===== config.mk =====
export PLATFORM = sky130hd
export DESIGN_NAME = button_debounce_click_classifier_top
export DESIGN_NICKNAME = d
export VERILOG_FILES = /design/src/bdcc_pkg.sv /design/src/button_debounce_click_classifier_top.sv
export SDC_FILE = /design/constraint.sdc
export NUM_CORES = 1
export LEC_CHECK = 0
export ABC_AREA = 1
export BUFFER_PORTS_ARGS = -buffer_cell sky130_fd_sc_hd__clkbuf_2
export CORE_ASPECT_RATIO = 1.4
export CORE_MARGIN = 2
export CORE_UTILIZATION = 40
export DETAILED_ROUTE_END_ITERATION = 10
export PLACE_DENSITY_LB_ADDON = 0.25
export SYNTH_ARGS = -nofsm -noshare
export SYNTH_HDL_FRONTEND = slang
export SYNTH_SLANG_ARGS = --single-unit

===== constraint.sdc =====
create_clock -name i_clk -period 3.4 [get_ports i_clk]
set_input_delay 0.34 -clock i_clk [delete_from_list [all_inputs] [get_ports i_clk]]
set_output_delay 0.34 -clock i_clk [all_outputs]
set_load 0.1 [all_outputs]

===== src/bdcc_pkg.sv =====
// ----------------------------------------------------------------------------
// Button debounce / click classifier package
// Shared widths, register indexes, reset values and click codes.
// ----------------------------------------------------------------------------
package bdcc_pkg;

    localparam int COUNT_BITS_DEF = 16;

    // configuration port
    localparam int CFG_ADDR_W = 2;
    localparam int CFG_DATA_W = 16;

    localparam logic [CFG_ADDR_W-1:0] REG_DEBOUNCE_TICKS   = CFG_ADDR_W'(0);
    localparam logic [CFG_ADDR_W-1:0] REG_LONG_CLICK_TICKS = CFG_ADDR_W'(1);

    localparam logic [CFG_DATA_W-1:0] DEBOUNCE_TICKS_RST   = CFG_DATA_W'(50);
    localparam logic [CFG_DATA_W-1:0] LONG_CLICK_TICKS_RST = CFG_DATA_W'(1000);

    // stream payloads, packed to whole bytes
    localparam int S_TDATA_W = 8;
    localparam int M_TDATA_W = 8;

    localparam int CLICK_W = 2;
    localparam logic [CLICK_W-1:0] CLICK_NONE   = CLICK_W'(0);
    localparam logic [CLICK_W-1:0] CLICK_SINGLE = CLICK_W'(1);
    localparam logic [CLICK_W-1:0] CLICK_LONG   = CLICK_W'(2);

    typedef enum logic [2:0] {
        PH_RELEASED = 3'b001,
        PH_PRESSED  = 3'b010,
        PH_LONG     = 3'b100
    } t_phase;

    typedef struct packed {
        logic                debounced_pressed;
        logic [CLICK_W-1:0]  click_code;
    } t_result;

endpackage


===== src/button_debounce_click_classifier_top.sv =====
// ----------------------------------------------------------------------------
// Button debounce / click classifier, top level
// Results are registered. Throughput: one tick per cycle while the skid
// stage is empty; a two-entry output (register plus skid stage) lets a new
// tick in while one finished result waits downstream.
// Reset (synchronous, active low): counters, levels and the press phase
// clear, registers load 50 / 1000 ticks, output queue empties.
// ----------------------------------------------------------------------------
module button_debounce_click_classifier_top
    import bdcc_pkg::*;
#(
    parameter int COUNT_BITS = COUNT_BITS_DEF
) (
    input  logic                  i_clk,
    input  logic                  i_rst_n,
    // configuration write port
    input  logic                  i_cfg_we,
    input  logic [CFG_ADDR_W-1:0] i_cfg_addr,
    input  logic [CFG_DATA_W-1:0] i_cfg_wdata,
    // tick input stream
    input  logic                  i_s_tvalid,
    output logic                  o_s_tready,
    input  logic [S_TDATA_W-1:0]  i_s_tdata,   // [0] raw_pressed, [7:1] zero
    // result stream
    output logic                  o_m_tvalid,
    input  logic                  i_m_tready,
    output logic [M_TDATA_W-1:0]  o_m_tdata    // [0] debounced_pressed,
                                               // [2:1] click_code, [7:3] zero
);

    // Compare width covers both the counters and the 16-bit registers, so a
    // register value at or above counter saturation never matches.
    localparam int CMP_BITS = (COUNT_BITS > CFG_DATA_W) ? COUNT_BITS : CFG_DATA_W;
    localparam logic [COUNT_BITS-1:0] CNT_MAX = '1;

    // ------------------------------------------------------------------
    // Configuration registers
    // ------------------------------------------------------------------
    logic [CFG_DATA_W-1:0] r_debounce_ticks;
    logic [CFG_DATA_W-1:0] r_long_click_ticks;

    always_ff @(posedge i_clk) begin
        if (!i_rst_n) begin
            r_debounce_ticks   <= DEBOUNCE_TICKS_RST;
            r_long_click_ticks <= LONG_CLICK_TICKS_RST;
        end else if (i_cfg_we) begin
            case (i_cfg_addr)
                REG_DEBOUNCE_TICKS:   r_debounce_ticks   <= i_cfg_wdata;
                REG_LONG_CLICK_TICKS: r_long_click_ticks <= i_cfg_wdata;
                default: ;  // writes to unknown indexes are dropped
            endcase
        end
    end

    // ------------------------------------------------------------------
    // Tick state
    // ------------------------------------------------------------------
    logic                  r_prev_raw;
    logic [COUNT_BITS-1:0] r_stable;
    logic                  r_deb;
    t_phase                r_phase;
    logic [COUNT_BITS-1:0] r_held;

    logic                  n_prev_raw;
    logic [COUNT_BITS-1:0] n_stable;
    logic                  n_deb;
    t_phase                n_phase;
    logic [COUNT_BITS-1:0] n_held;
    logic [CLICK_W-1:0]    n_code;
    logic [COUNT_BITS-1:0] held_inc;

    logic s_xfer;
    logic m_xfer;
    logic raw;

    assign raw    = i_s_tdata[0];
    assign s_xfer = i_s_tvalid && o_s_tready;
    assign m_xfer = o_m_tvalid && i_m_tready;

    assign held_inc = (r_held == CNT_MAX) ? r_held : r_held + 1'b1;

    always_comb begin
        n_prev_raw = raw;
        // debounce: restart on a raw change, else saturating count
        if (raw != r_prev_raw) begin
            n_stable = '0;
        end else if (r_stable == CNT_MAX) begin
            n_stable = r_stable;
        end else begin
            n_stable = r_stable + 1'b1;
        end
        n_deb = (CMP_BITS'(n_stable) > CMP_BITS'(r_debounce_ticks)) ? raw : r_deb;

        // click classification on the new debounced level
        n_phase = r_phase;
        n_held  = r_held;
        n_code  = CLICK_NONE;
        case (r_phase)
            PH_RELEASED: begin
                if (n_deb) begin
                    n_phase = PH_PRESSED;
                    n_held  = '0;
                end
            end
            PH_PRESSED: begin
                n_held = held_inc;
                if (n_deb) begin
                    if (CMP_BITS'(held_inc) > CMP_BITS'(r_long_click_ticks)) begin
                        n_code  = CLICK_LONG;
                        n_phase = PH_LONG;
                    end
                end else begin
                    n_phase = PH_RELEASED;
                    // release exactly at the long delay reports nothing
                    if (CMP_BITS'(held_inc) < CMP_BITS'(r_long_click_ticks)) begin
                        n_code = CLICK_SINGLE;
                    end
                end
            end
            default: begin  // long-pressed: wait for release
                if (!n_deb) begin
                    n_phase = PH_RELEASED;
                end
            end
        endcase
    end

    always_ff @(posedge i_clk) begin
        if (!i_rst_n) begin
            r_prev_raw <= 1'b0;
            r_stable   <= '0;
            r_deb      <= 1'b0;
            r_phase    <= PH_RELEASED;
            r_held     <= '0;
        end else if (s_xfer) begin
            r_prev_raw <= n_prev_raw;
            r_stable   <= n_stable;
            r_deb      <= n_deb;
            r_phase    <= n_phase;
            r_held     <= n_held;
        end
    end

    // ------------------------------------------------------------------
    // Output register plus skid stage
    // ------------------------------------------------------------------
    t_result r_out;
    t_result r_skid;
    t_result new_res;
    logic    r_out_valid;
    logic    r_skid_valid;

    assign new_res.debounced_pressed = n_deb;
    assign new_res.click_code        = n_code;

    // ready only depends on the skid stage, so a waiting result never blocks
    assign o_s_tready = !r_skid_valid;

    always_ff @(posedge i_clk) begin
        if (!i_rst_n) begin
            r_out_valid  <= 1'b0;
            r_skid_valid <= 1'b0;
        end else begin
            if (m_xfer) begin
                r_out_valid  <= r_skid_valid || s_xfer;
                r_skid_valid <= 1'b0;
            end else if (s_xfer) begin
                if (r_out_valid) begin
                    r_skid_valid <= 1'b1;
                end else begin
                    r_out_valid <= 1'b1;
                end
            end
        end
    end

    always_ff @(posedge i_clk) begin
        if (m_xfer) begin
            r_out <= r_skid_valid ? r_skid : new_res;
        end else if (s_xfer && !r_out_valid) begin
            r_out <= new_res;
        end
        if (s_xfer && r_out_valid && !m_xfer) begin
            r_skid <= new_res;
        end
    end

    assign o_m_tvalid = r_out_valid;
    assign o_m_tdata  = M_TDATA_W'({r_out.click_code, r_out.debounced_pressed});

    // ------------------------------------------------------------------
    // Assertions
    // ------------------------------------------------------------------
    a_skid_behind_out: assert property (@(posedge i_clk) disable iff (!i_rst_n)
        r_skid_valid |-> r_out_valid)
        else $error("skid stage holds data while output register is empty");

    a_code_range: assert property (@(posedge i_clk) disable iff (!i_rst_n)
        o_m_tvalid |-> (r_out.click_code == CLICK_NONE ||
                        r_out.click_code == CLICK_SINGLE ||
                        r_out.click_code == CLICK_LONG))
        else $error("invalid click code");

    a_single_on_release: assert property (@(posedge i_clk) disable iff (!i_rst_n)
        (o_m_tvalid && r_out.click_code == CLICK_SINGLE) |-> !r_out.debounced_pressed)
        else $error("single click reported while still pressed");

    a_long_while_held: assert property (@(posedge i_clk) disable iff (!i_rst_n)
        (o_m_tvalid && r_out.click_code == CLICK_LONG) |-> r_out.debounced_pressed)
        else $error("long click reported after release");

    a_long_enters_long: assert property (@(posedge i_clk) disable iff (!i_rst_n)
        (s_xfer && n_code == CLICK_LONG) |=> (r_phase == PH_LONG))
        else $error("long click without entering long-pressed phase");

    a_stall_fills_skid: assert property (@(posedge i_clk) disable iff (!i_rst_n)
        (s_xfer && r_out_valid && !m_xfer) |=> r_skid_valid)
        else $error("transfer lost while output stalled");

endmodule


==> reports/qor.txt <==
status: completed
Slew HR: 0.2970
Worst Tran Pin Value: 1055 ps
I/O pins: 41
first-pass GRT wire length: 19150 um
total congestion overflow: 0
fmax: 300.4 MHz
DRT antenna net count: 0
WL per Instance: 13.16 um
H-tree Lvls: 3
1st-iter DRT viols: 190
CP Launch Type: flip-flop
Cell variety after synth: 42
compound-gate portion of the synthesized area: 0.1494
Logic pwr share: 0.429
Post-synth EDFFs: 6
slowest CP cell: dfxtp_2
clock sink total: 77
Design Power: 3935 uW
min Tclk post-route: 3329 ps
clock latency on the worst-skew pair: 340 ps
WP buf/inv: 4
RSZ-0062 raised after global routing: true
Seq/Total Area, Yosys: 0.3280
GP Congestion: 0.8941
buffers added on ports: 28
largest family of logic cells by synthesized area: simple AND/OR/NAND/NOR gates
final layout net count: 815
Worst Path Arrival: 3560 ps
worst vdd ir: 472.1 uV
Num CTS Buffers: 9
main area contributors after synthesis: dfxtp_1 29%, nand2_1 12%, inv_1 8.8%
Layout fillers: 1216
ys async rst share: 0
Yosys warning total: 0
CTS tree: built
skew final: 7.482 ps
sequential cell area: 1604 sq um
vias in the first global route: 4250
Final HPWL DP: 8984 um
multi-input logic area: 2869 sq um
die area: 13120 sq um
Mapped Area: 4883 sq um
crit path max fanout: 12
#FFs+latches synth: 77
detailed-route via count: 4482
Reg clk slew, reported paths: 60 ps
layout cells sized above 1: 0.1854
max-cap violations: 0
Worst EP required: 3630 ps
crit end category: flip-flop
post-synthesis simple-gate area fraction: 0.2731
Final Instance Area: 5807 sq um
final hold violations: 0
synthesis-to-finish area growth: 18.91%
hold_buf cts: 0
Routed WL: 11870 um
Starting Density: 0.4111
Mapped Cells: 710
largest delay contributor family on the critical path: simple AND/OR/NAND/NOR gates
Power Dens Cells: 677.6 nW/um^2
Primary FF master, synth: dfxtp_1
root buf cell: clkbuf_16
Yosys top cell area share: 0.2911
NetSw: 1580 uW
largest net degree at the start of global routing: 58
chip width: 97.39 um
All-Layer GR Usage: 0.1805
slowest stage delay, CP: 350 ps
Ant. Diodes: 0
switching part of the total power: 0.4016
cell taking the most area after synthesis: dfxtp_1
CP most frequent cell: nand2_2
DP Area: 5246 sq um
core area: 11880 sq um
DRC viols: 0
Avg Inst Size Synth: 6.878 sq um
Die Y: 134.7 um
Clock power frac: 0.262
Synth Area in Adders: 0.08711
Vias/cell: 4.969
Seq pwr share: 0.309
initial antenna violation count: 0
clock tree buffer depth: 2
Leakage: 0.002855 uW
DRT Pass-1 Iters: 5
post-route clock period utilization: 0.9790
post-synthesis mux area share: 0
HP Class: in -> reg
Crit Path Category: reg -> reg
Max Slew Vio Count: 0
Rows: 47
Final setup viols: 0
Synth Area in XOR/XNOR: 0.03715
P_int: 2355 uW
-- synthesized netlist by cell type, types with 3 or more instances --
master / n
inv_2: 7
ha_1: 34
dfxtp_1: 71
nand3_1: 33
buf_4: 6
o211ai_1: 11
nor4_1: 6
nand3_2: 3
buf_2: 3
clkbuf_1: 14
nand2_1: 151
nor3_2: 5
nor2_2: 3
o21ai_0: 54
edfxtp_1: 6
nand2_2: 4
nor3_1: 6
nand4_1: 8
inv_1: 114
nor2_1: 66
a21oi_1: 61
xor2_1: 15
buf_6: 3
-- per-stage QoR --
step	hold slack, ps	util	worst slack [ps]	instances	setup TNS, ps
after global routing	245.0	0.4888	-148.7	902	-2040
after floorplan	435.3	-	433.8	714	0
after detailed placement	455.7	0.4416	27.74	883	0
after global placement	447.2	0.4416	79.47	883	0
final	246.2	0.4888	71.28	902	0
after CTS	236.6	0.4688	9.000	899	0
-- worst paths after layout --
| kind | startpoint | endpoint | slack, ps | cells after the start |
|---|---|---|---|---|
| worst max register to register | r_stable[1]$_SDFFE_PN0P_ | r_held[9]$_SDFFE_PN0P_ | 70 | 26 |
| worst min-delay path | i_cfg_wdata[3] | r_long_click_ticks[3]$_SDFFE_PN1P_ | 250 | 3 |
| worst min register to register | r_debounce_ticks[6]$_SDFFE_PN0P_ | r_debounce_ticks[6]$_SDFFE_PN0P_ | 460 | 2 |
| worst max-delay path | r_stable[1]$_SDFFE_PN0P_ | r_held[9]$_SDFFE_PN0P_ | 70 | 26 |
-- per-layer routing --
metal	track usage	vias to the layer above	wire length, um
met4	0.1073	0	470
met5	0	-	0
met2	0.3314	88	6409
met1	0.1914	2028	4546
li1	-	2335	-
met3	0.03261	31	439
-- power by group through the flow --
stage               logic (uW)  registers (uW)  clock network (uW)
detailed placement        1440            1230                   0
global placement          1400            1220                   0
floorplan                 1100            1250                   0
finish                    1690            1220                1030
CTS                       1450            1210                1050
global route              1920            1240                1100
-- cell usage in the layout, fill, tap and decap left out, types with 6 or more instances in the layout --
cell type,instances
xor2_1,15
nand4_1,8
nand2_1,129
buf_4,22
nand3_1,29
dfxtp_1,69
clkbuf_2,28
ha_1,32
nor2_1,62
edfxtp_1,6
inv_1,112
nor2_2,7
nand2_2,22
inv_2,8
a21oi_1,60
nor3_1,6
clkbuf_16,11
o211ai_1,11
nand3_2,6
o21ai_0,51
-- state kept, by name, indices dropped and copies added, names as in the netlist --
register / cells
o_m_tdata: 3
o_m_tvalid: 1
r_deb: 1
r_debounce_ticks: 16
r_held: 16
r_long_click_ticks: 16
r_phase: 3
r_prev_raw: 1
r_skid: 3
r_skid_valid: 1
r_stable: 16
-- timing repair --
item / in CTS / in global routing
endpoints found under the setup margin: 2 / 24
pin swaps: 0 / 20
setup buffers: 0 / 1
gates resized for setup: 1 / 53
endpoints found under the hold margin: 0 / 0
gates cloned: 0 / 2
-- worst min-delay path: stages --
cell and delay [ps]:
clkbuf_2 90, nand2_1 50, o211ai_1 70
-- layout make-up --
| cell class | count | share of cell area |
|---|---|---|
| clock inverters | 6 | 0.01530 |
| clock buffers | 10 | 0.03943 |
| flip-flops and latches | 77 | 0.2762 |
| repair buffers | 53 | 0.06464 |
| inverters | 121 | 0.07865 |
| multi-input cells | 488 | 0.4941 |
| well taps | 147 | 0.03167 |
-- cell families (layout without fill, tap and decap cells) --
| group | count (synthesis) | in the layout |
|---|---|---|
| other | 1 | 5 |
| buffers and inverters | 149 | 190 |
| xor gates and xnor gates | 19 | 19 |
| and+or+nand+nor | 295 | 295 |
| adders and majority gates | 34 | 34 |
| DFF | 77 | 77 |
| AOI/OAI and AO/OA | 135 | 135 |
Note: power is estimated with default switching activity, not from simulation.
